**src/hdl/ipu_pkg.sv**
```systemverilog
package ipu_pkg;

  // Low bits of the input number that are used, read as two's complement.
  localparam int NUMBER_WIDTH = 32;
  localparam int NUM_IN_W     = 32;
  localparam int MODE_W       = 3;
  localparam int VALUE_W      = 34;
  // Digit sum of at most ten decimal digits stays below 128.
  localparam int SUM_W        = 7;
  localparam int DIGIT_W      = 4;
  localparam int CNT_W        = $clog2(NUMBER_WIDTH);

  localparam int DEC_BASE      = 10;
  localparam int FIRST_DIVISOR = 2;

  typedef enum logic [MODE_W-1:0] {
    MODE_PARITY = 3'd0,
    MODE_PRIME  = 3'd1,
    MODE_PAL    = 3'd2,
    MODE_SIGN   = 3'd3,
    MODE_REV    = 3'd4,
    MODE_SUM    = 3'd5
  } mode_e;

  localparam logic [1:0] SIGN_POS  = 2'd0;
  localparam logic [1:0] SIGN_NEG  = 2'd1;
  localparam logic [1:0] SIGN_ZERO = 2'd2;

  typedef struct packed {
    logic                    start;
    logic [NUMBER_WIDTH-1:0] dividend;
    logic [NUMBER_WIDTH-1:0] divisor;
  } div_req_t;

  typedef struct packed {
    logic                    busy;
    logic                    done;
    logic [NUMBER_WIDTH-1:0] quotient;
    logic [NUMBER_WIDTH-1:0] remainder;
  } div_rsp_t;

endpackage

```
**src/hdl/ipu_if.sv**
```systemverilog
interface ipu_in_if;
  logic                                valid;
  logic                                ready;
  logic signed [ipu_pkg::NUM_IN_W-1:0] number;
  logic [ipu_pkg::MODE_W-1:0]          mode;

  modport source (output valid, output number, output mode, input ready);
  modport sink   (input valid, input number, input mode, output ready);
endinterface

interface ipu_out_if;
  logic                        valid;
  logic                        ready;
  logic                        answer_bit;
  logic [1:0]                  sign_class;
  logic [ipu_pkg::VALUE_W-1:0] value_out;
  logic                        bad_mode;

  modport source (output valid, output answer_bit, output sign_class, output value_out,
                  output bad_mode, input ready);
  modport sink   (input valid, input answer_bit, input sign_class, input value_out,
                  input bad_mode, output ready);
endinterface

```
**src/hdl/ipu_div.sv**
```systemverilog
// Restoring divider, one quotient bit per cycle.
module ipu_div (
  input  logic              clk_i,
  input  logic              rst_ni,
  input  ipu_pkg::div_req_t req_i,
  output ipu_pkg::div_rsp_t rsp_o
);
  localparam int NW = ipu_pkg::NUMBER_WIDTH;

  logic [NW-1:0]               rem_q, quo_q, den_q;
  logic [ipu_pkg::CNT_W-1:0]   cnt_q;
  logic                        busy_q, done_q;
  logic [NW:0]                 trial, diff;
  logic                        ge;

  assign trial = {rem_q, quo_q[NW-1]};
  assign diff  = trial - {1'b0, den_q};
  assign ge    = trial >= {1'b0, den_q};

  always_ff @(posedge clk_i or negedge rst_ni) begin
    if (!rst_ni) begin
      busy_q <= 1'b0;
      done_q <= 1'b0;
      cnt_q  <= '0;
    end else begin
      done_q <= 1'b0;
      if (req_i.start) begin
        busy_q <= 1'b1;
        cnt_q  <= '0;
      end else if (busy_q) begin
        cnt_q <= cnt_q + 1'b1;
        if (cnt_q == ipu_pkg::CNT_W'(NW - 1)) begin
          busy_q <= 1'b0;
          done_q <= 1'b1;
        end
      end
    end
  end

  always_ff @(posedge clk_i) begin
    if (req_i.start) begin
      rem_q <= '0;
      quo_q <= req_i.dividend;
      den_q <= req_i.divisor;
    end else if (busy_q) begin
      rem_q <= ge ? diff[NW-1:0] : trial[NW-1:0];
      quo_q <= {quo_q[NW-2:0], ge};
    end
  end

  assign rsp_o.busy      = busy_q;
  assign rsp_o.done      = done_q;
  assign rsp_o.quotient  = quo_q;
  assign rsp_o.remainder = rem_q;

  a_no_restart: assert property (@(posedge clk_i) disable iff (!rst_ni)
    req_i.start |-> !busy_q)
    else $error("divider started while busy");

  a_done_after_busy: assert property (@(posedge clk_i) disable iff (!rst_ni)
    done_q |-> !busy_q && $past(busy_q))
    else $error("divider done without a running division");

endmodule

```
**src/hdl/integer_property_unit.sv**
```systemverilog
// Channel | dir | payload                                      | handshake
// in_i    | in  | number[31:0] signed, mode[2:0]               | valid/ready
// out_o   | out | answer_bit, sign_class[1:0], value_out[33:0], | valid/ready
//         |     | bad_mode                                     |
//
// Parity, sign and invalid modes go from idle to the done state and then
// to the output register. Digit modes (palindrome, reverse, sum) run one
// 32-step pass of the shared divider by ten per decimal digit. Prime mode
// runs one pass of the shared divider per trial divisor d with d*d <= n.
// One item at a time: in_i.ready is high only in idle. The output register
// decouples the sink; a stalled result holds while the next item is taken.
// Reset (async, active low) clears the sequencer and output valid.
module integer_property_unit (
  input  logic           clk_i,
  input  logic           rst_ni,
  ipu_in_if.sink         in_i,
  ipu_out_if.source      out_o
);
  localparam int NW = ipu_pkg::NUMBER_WIDTH;
  localparam int VW = ipu_pkg::VALUE_W;

  localparam logic [2:0] ST_IDLE  = 3'd0;
  localparam logic [2:0] ST_PRIME = 3'd1; // check d*d against n, launch divide
  localparam logic [2:0] ST_PWAIT = 3'd2;
  localparam logic [2:0] ST_DIGIT = 3'd3; // peel next digit or finish
  localparam logic [2:0] ST_DWAIT = 3'd4;
  localparam logic [2:0] ST_DONE  = 3'd5; // wait for output register

  logic [2:0] state_q, state_d;
  logic       out_valid_q, out_valid_d;

  // input decode
  logic [NW-1:0]       raw, in_pos;
  logic                in_neg, in_zero, in_acc;
  ipu_pkg::mode_e      in_mode;

  assign raw     = in_i.number[NW-1:0];
  assign in_neg  = raw[NW-1];
  assign in_zero = (raw == '0);
  assign in_pos  = in_neg ? '0 : raw;
  assign in_mode = ipu_pkg::mode_e'(in_i.mode);
  assign in_acc  = in_i.valid && in_i.ready;
  assign in_i.ready = (state_q == ST_IDLE);

  // working registers
  ipu_pkg::mode_e              mode_q;
  logic [NW-1:0]               pos_q, v_q, d_q;
  logic [NW:0]                 sq_q;
  logic                        neg_q;
  logic [VW-1:0]               r_q;
  logic [ipu_pkg::SUM_W-1:0]   s_q;
  logic                        ans_q, bad_q;
  logic [1:0]                  cls_q;

  // output register
  logic                        o_ans_q, o_bad_q;
  logic [1:0]                  o_cls_q;
  logic [VW-1:0]               o_val_q;

  ipu_pkg::div_req_t           div_req;
  ipu_pkg::div_rsp_t           div_rsp;

  logic                        sq_gt, out_free, rem_zero;
  logic [ipu_pkg::DIGIT_W-1:0] digit;
  logic [VW-1:0]               r_next;

  assign sq_gt    = sq_q > {1'b0, pos_q};
  assign out_free = !out_valid_q || out_o.ready;
  assign rem_zero = (div_rsp.remainder == '0);
  assign digit    = div_rsp.remainder[ipu_pkg::DIGIT_W-1:0];
  // r*10 + digit as shift-add
  assign r_next   = (r_q << 3) + (r_q << 1) + VW'(digit);

  // one divider shared by trial division and digit extraction
  always_comb begin
    div_req.start    = ((state_q == ST_PRIME) && !sq_gt) ||
                       ((state_q == ST_DIGIT) && (v_q != '0));
    div_req.dividend = (state_q == ST_PRIME) ? pos_q : v_q;
    div_req.divisor  = (state_q == ST_PRIME) ? d_q : NW'(ipu_pkg::DEC_BASE);
  end

  ipu_div u_div (
    .clk_i (clk_i),
    .rst_ni(rst_ni),
    .req_i (div_req),
    .rsp_o (div_rsp)
  );

  always_comb begin
    state_d = state_q;
    unique case (state_q)
      ST_IDLE: begin
        if (in_acc) begin
          unique case (in_mode) inside
            ipu_pkg::MODE_PRIME: begin
              state_d = (in_pos < NW'(ipu_pkg::FIRST_DIVISOR)) ? ST_DONE : ST_PRIME;
            end
            ipu_pkg::MODE_PAL, ipu_pkg::MODE_REV, ipu_pkg::MODE_SUM: begin
              state_d = ST_DIGIT;
            end
            default: begin
              state_d = ST_DONE;
            end
          endcase
        end
      end
      ST_PRIME: begin
        state_d = sq_gt ? ST_DONE : ST_PWAIT;
      end
      ST_PWAIT: begin
        if (div_rsp.done) begin
          state_d = rem_zero ? ST_DONE : ST_PRIME;
        end
      end
      ST_DIGIT: begin
        state_d = (v_q == '0) ? ST_DONE : ST_DWAIT;
      end
      ST_DWAIT: begin
        if (div_rsp.done) begin
          state_d = ST_DIGIT;
        end
      end
      ST_DONE: begin
        if (out_free) begin
          state_d = ST_IDLE;
        end
      end
      default: begin
        state_d = ST_IDLE;
      end
    endcase
  end

  always_comb begin
    out_valid_d = out_valid_q;
    if (out_o.ready) begin
      out_valid_d = 1'b0;
    end
    if ((state_q == ST_DONE) && out_free) begin
      out_valid_d = 1'b1;
    end
  end

  always_ff @(posedge clk_i or negedge rst_ni) begin
    if (!rst_ni) begin
      state_q     <= ST_IDLE;
      out_valid_q <= 1'b0;
    end else begin
      state_q     <= state_d;
      out_valid_q <= out_valid_d;
    end
  end

  // datapath
  always_ff @(posedge clk_i) begin
    if (in_acc) begin
      mode_q <= in_mode;
      pos_q  <= in_pos;
      neg_q  <= in_neg;
      v_q    <= in_pos;
      r_q    <= '0;
      s_q    <= '0;
      d_q    <= NW'(ipu_pkg::FIRST_DIVISOR);
      sq_q   <= (NW+1)'(ipu_pkg::FIRST_DIVISOR * ipu_pkg::FIRST_DIVISOR);
      ans_q  <= (in_mode == ipu_pkg::MODE_PARITY) && !raw[0];
      bad_q  <= (in_i.mode > ipu_pkg::MODE_SUM);
      if (in_mode == ipu_pkg::MODE_SIGN) begin
        cls_q <= in_zero ? ipu_pkg::SIGN_ZERO :
                 (in_neg ? ipu_pkg::SIGN_NEG : ipu_pkg::SIGN_POS);
      end else begin
        cls_q <= ipu_pkg::SIGN_POS;
      end
    end
    if ((state_q == ST_PRIME) && sq_gt) begin
      ans_q <= 1'b1; // no divisor up to sqrt(n)
    end
    if ((state_q == ST_PWAIT) && div_rsp.done && !rem_zero) begin
      d_q  <= d_q + 1'b1;
      sq_q <= sq_q + {d_q, 1'b1}; // (d+1)^2 = d^2 + 2d + 1
    end
    if ((state_q == ST_DWAIT) && div_rsp.done) begin
      v_q <= div_rsp.quotient;
      r_q <= r_next;
      s_q <= s_q + ipu_pkg::SUM_W'(digit);
    end
    if ((state_q == ST_DIGIT) && (v_q == '0) && (mode_q == ipu_pkg::MODE_PAL)) begin
      ans_q <= !neg_q && (r_q == VW'(pos_q));
    end
  end

  always_ff @(posedge clk_i) begin
    if ((state_q == ST_DONE) && out_free) begin
      o_ans_q <= ans_q;
      o_cls_q <= cls_q;
      o_bad_q <= bad_q;
      if (mode_q == ipu_pkg::MODE_REV) begin
        o_val_q <= r_q;
      end else if (mode_q == ipu_pkg::MODE_SUM) begin
        o_val_q <= VW'(s_q);
      end else begin
        o_val_q <= '0;
      end
    end
  end

  assign out_o.valid      = out_valid_q;
  assign out_o.answer_bit = o_ans_q;
  assign out_o.sign_class = o_cls_q;
  assign out_o.value_out  = o_val_q;
  assign out_o.bad_mode   = o_bad_q;

  a_idle_div_quiet: assert property (@(posedge clk_i) disable iff (!rst_ni)
    (state_q == ST_IDLE) |-> !div_rsp.busy)
    else $error("divider busy while idle");

  a_done_in_wait: assert property (@(posedge clk_i) disable iff (!rst_ni)
    div_rsp.done |-> (state_q == ST_PWAIT) || (state_q == ST_DWAIT))
    else $error("divider result outside a wait state");

  a_trial_divisor: assert property (@(posedge clk_i) disable iff (!rst_ni)
    (state_q == ST_PWAIT) |-> (d_q >= NW'(ipu_pkg::FIRST_DIVISOR)))
    else $error("trial divisor below two");

  a_bad_clean: assert property (@(posedge clk_i) disable iff (!rst_ni)
    (out_o.valid && out_o.bad_mode) |->
      (!out_o.answer_bit && (out_o.sign_class == ipu_pkg::SIGN_POS) &&
       (out_o.value_out == '0)))
    else $error("invalid mode with nonzero result fields");

endmodule

```
**src/flat_wrapper.sv**
```systemverilog
// flat-port wrapper written by rule: the top's interface ports become plain ports
module integer_property_unit_flat 
  (clk_i, rst_ni, in_i_valid, in_i_number, in_i_mode, in_i_ready, out_o_valid, out_o_answer_bit, out_o_sign_class, out_o_value_out, out_o_bad_mode, out_o_ready);
  ipu_in_if in_i_i ();
  ipu_out_if out_o_i ();
  input  logic clk_i;
  input  logic rst_ni;
  input wire logic [$bits(in_i_i.valid)-1:0] in_i_valid;
  input wire logic [$bits(in_i_i.number)-1:0] in_i_number;
  input wire logic [$bits(in_i_i.mode)-1:0] in_i_mode;
  output wire logic [$bits(in_i_i.ready)-1:0] in_i_ready;
  output wire logic [$bits(out_o_i.valid)-1:0] out_o_valid;
  output wire logic [$bits(out_o_i.answer_bit)-1:0] out_o_answer_bit;
  output wire logic [$bits(out_o_i.sign_class)-1:0] out_o_sign_class;
  output wire logic [$bits(out_o_i.value_out)-1:0] out_o_value_out;
  output wire logic [$bits(out_o_i.bad_mode)-1:0] out_o_bad_mode;
  input wire logic [$bits(out_o_i.ready)-1:0] out_o_ready;
  assign in_i_i.valid = in_i_valid;
  assign in_i_i.number = in_i_number;
  assign in_i_i.mode = in_i_mode;
  assign in_i_ready = in_i_i.ready;
  assign out_o_valid = out_o_i.valid;
  assign out_o_answer_bit = out_o_i.answer_bit;
  assign out_o_sign_class = out_o_i.sign_class;
  assign out_o_value_out = out_o_i.value_out;
  assign out_o_bad_mode = out_o_i.bad_mode;
  assign out_o_i.ready = out_o_ready;
  integer_property_unit u_core (.clk_i(clk_i), .rst_ni(rst_ni), .in_i(in_i_i), .out_o(out_o_i));
endmodule
```
**config.mk**
```make
export PLATFORM = sky130hd
export DESIGN_NAME = integer_property_unit_flat
export DESIGN_NICKNAME = d
export VERILOG_FILES = /design/src/hdl/ipu_pkg.sv /design/src/hdl/ipu_if.sv /design/src/hdl/ipu_div.sv /design/src/hdl/integer_property_unit.sv /design/src/flat_wrapper.sv
export SDC_FILE = /design/constraint.sdc
export NUM_CORES = 1
export LEC_CHECK = 0
export BUFFER_PORTS_ARGS = -buffer_cell sky130_fd_sc_hd__buf_2
export CELL_PAD_IN_SITES_DETAIL_PLACEMENT = 1
export CELL_PAD_IN_SITES_GLOBAL_PLACEMENT = 1
export CORE_MARGIN = 1.5
export CORE_UTILIZATION = 38
export CTS_CLUSTER_SIZE = 16
export DETAILED_ROUTE_END_ITERATION = 12
export PLACE_DENSITY = 0.76
export SYNTH_ARGS = -nofsm -noshare
export SYNTH_HDL_FRONTEND = slang
export SYNTH_HIERARCHICAL = 1
export SYNTH_SLANG_ARGS = --single-unit
export TNS_END_PERCENT = 30
```
**constraint.sdc**
```tcl
create_clock -name clk_i -period 13.7 [get_ports clk_i]
set_input_delay 1.37 -clock clk_i [delete_from_list [all_inputs] [get_ports clk_i]]
set_output_delay 1.37 -clock clk_i [all_outputs]
set_load 0.1 [all_outputs]
```
==> flow_summary.ini <==
[placed_design]
pre_cts_ws_ns = 8.14
io_buffer_count = 78
gp_congestion = 0.887
dp_hpwl_um = 43900

[detailed_routing]
routedWlPerCell_um = 22.1
ant_nets = 0
drc = 0
vias_per_cell = 5.76
wl_um = 59600
via_count = 15500
drt_first_pass_iters = 5
drtIter0Drc = 1067

[timing]
fin_crit_ns = 5.61
finClkSkew_ns = 0.0371
slew_viol_final = 0
hold_ws_ns = 0.419
setup_ws_ns = 8.09
rsz0062_at_grt = no
setup_viol = 0
relSlewSlack = 0.181
timing.final.crit_share = 0.410
finalSetupTns_ns = 0
tightest_slew_ns = 1.23
fmax_mhz = 178
final_hold_viol_count = 0

[setup_path]
setup.worst_path.class = flop to flop
critPathMaxFanout = 68
start_kind = flop
worst_setup_path_end_kind = flop
reg2reg_from = u_core/pos_q[12]
crit_chain = inv_1, ha_1, and3_4, a221o_1, a2111oi_2, a21oi_1, a2111oi_2, nor2_1, a21oi_4, buf_4, nor2_1, inv_1, buf_4
worstSetupStartpoint = u_core/pos_q[12]
slowest_delay_ns = 0.98
arrival_ns = 5.81
slowest_stage = a21oi_4
cp.required_ns = 13.90

[clocking]
cts_tree = yes
clock-sinks = 322
clock_path_buffers = 3
cts_setup_buffers = 0
cts_hold_buf = 0
ctsResizeCount = 0
clkTransAtPathRegs_ns = 0.06
clockRootBuffer = clkbuf_16
cts_made_buffers = 40
clk_latency_ns = 0.59
htree_levels = 2

[cells_and_area]
nFillCells = 5815
layout-drive-gt1-share = 0.140
layout.nets = 2183
syn_to_final_growth_pct = 11.6
diodes = 0

[floorplan]
pin_count = 79
initial_core_util = 0.387
die_y_um = 235
die_x_um = 235
core_area_sq_um = 52900
dieArea_sq_um = 55200
rows = 84

[global_route]
gr-total-overflow = 0
grt_pass1_vias = 16400
grt_usage = 0.214
grt_max_degree = 69
grt_antenna_before_repair = 0
grt_pass1_wl_um = 94200

[power]
p_leak_nw = 8.70
vdd_ir_drop_max_v = 0.0000662
power_density_nw_per_um2 = 94.5

[flow_run]
drv_cap = 0

[worst_hold_path]
hp-class = flop to flop
min-delay-start = u_core/bad_q

[synth]
netlist_area_sq_um = 20400
syn_nets = 2124
postSynthAreaPerCell_sq_um = 10.7
ys.warnings.count = 6
netlist_instances = 1917

[status]
status = finished, final reports clean
area by class of cell:
type	count	area, sq um	share of cell area
multi-input cells	1434	10500	0.461
clock inverters	29	315	0.0138
flip-flops and latches	322	9300	0.407
clock buffers	44	1020	0.0445
inverters	89	334	0.0146
repair buffers	89	473	0.0207
well taps	688	861	0.0377
flip-flops by register name, summed over array words and instances, names as in the netlist, 2 cells and up:
name	cells
u_core/cls_q	2
u_core/u_div/rem_q	32
u_core/sq_q	33
u_core/u_div/quo_q	32
u_core/out_o.value_out	34
u_core/r_q	34
u_core/mode_q	3
u_core/v_q	32
u_core/out_o.sign_class	2
u_core/state_q	3
u_core/u_div/cnt_q	5
u_core/d_q	32
u_core/s_q	7
u_core/pos_q	31
u_core/u_div/den_q	32
report_power, final:
part	internal [mW]	total (mW)	leakage [nW]	switching, mW
combinational	0.0104	0.0252	5.50	0.0148
clock	0.635	1.08	0.640	0.443
sequential	1.05	1.05	2.57	0.00000000000000000652
total	1.70	2.16	8.70	0.458
final timing paths:
kind | end | slack [ns] | cells past startpoint
worst max-delay path | u_core/u_div/quo_q[7] | 8.09 | 13
worst min-delay path | u_core/out_o.bad_mode | 0.42 | 0
min in group asynchronous | u_core/u_div/cnt_q[0] | 0.67 | 1
max in group asynchronous | u_core/u_div/busy_q | 12.79 | 1
worst max register to register | u_core/u_div/quo_q[7] | 8.09 | 13
worst min register to register | u_core/out_o.bad_mode | 0.42 | 0
metal layers:
layer	global-route usage	vias to the layer above	wire (um)
li1	-	7179	-
met1	0.294	7844	27200
met2	0.353	401	28000
met3	0.0258	89	2980
met4	0.0653	0	1420
met5	0	-	0
through the flow:
stage               utilization  power (mW)  cells  area (sq um)
floorplan                     -        1.08   1917         20400
global placement          0.407        1.10   2622         21500
detailed placement        0.407        1.10   2622         21500
CTS                       0.432        2.18   2695         22800
global route              0.432        2.22   2695         22800
finish                    0.432        2.16   2695         22800
worst max-delay path: cells and delay by family, from the launching register on:
kind	cells	cell delay, ns
flip-flops	1	0.38
AND/OR/NAND/NOR	3	0.71
AO/OA/AOI/OAI	5	2.35
adder cells (fa/ha/maj)	1	0.31
buffers and inverters	4	1.41
cell usage in the layout (no fill, tap or decap), drive strengths merged, types with 21 or more instances in the layout:
| cell type | instances |
|---|---|
| inv | 91 |
| a21o | 54 |
| o21ai | 73 |
| nand4 | 37 |
| dfxtp | 32 |
| nor2 | 180 |
| a211oi | 34 |
| edfxtp | 279 |
| a21oi | 103 |
| nor2b | 51 |
| ha | 163 |
| clkbuf | 44 |
| mux2i | 36 |
| xor2 | 89 |
| buf | 89 |
| and2 | 76 |
| and3 | 22 |
| nor3 | 34 |
| xnor2 | 48 |
| nand3 | 39 |
| o21a | 21 |
| nand2 | 89 |
| nor4 | 37 |
| mux2 | 96 |
No activity file was read; power rests on OpenSTA's default activity.
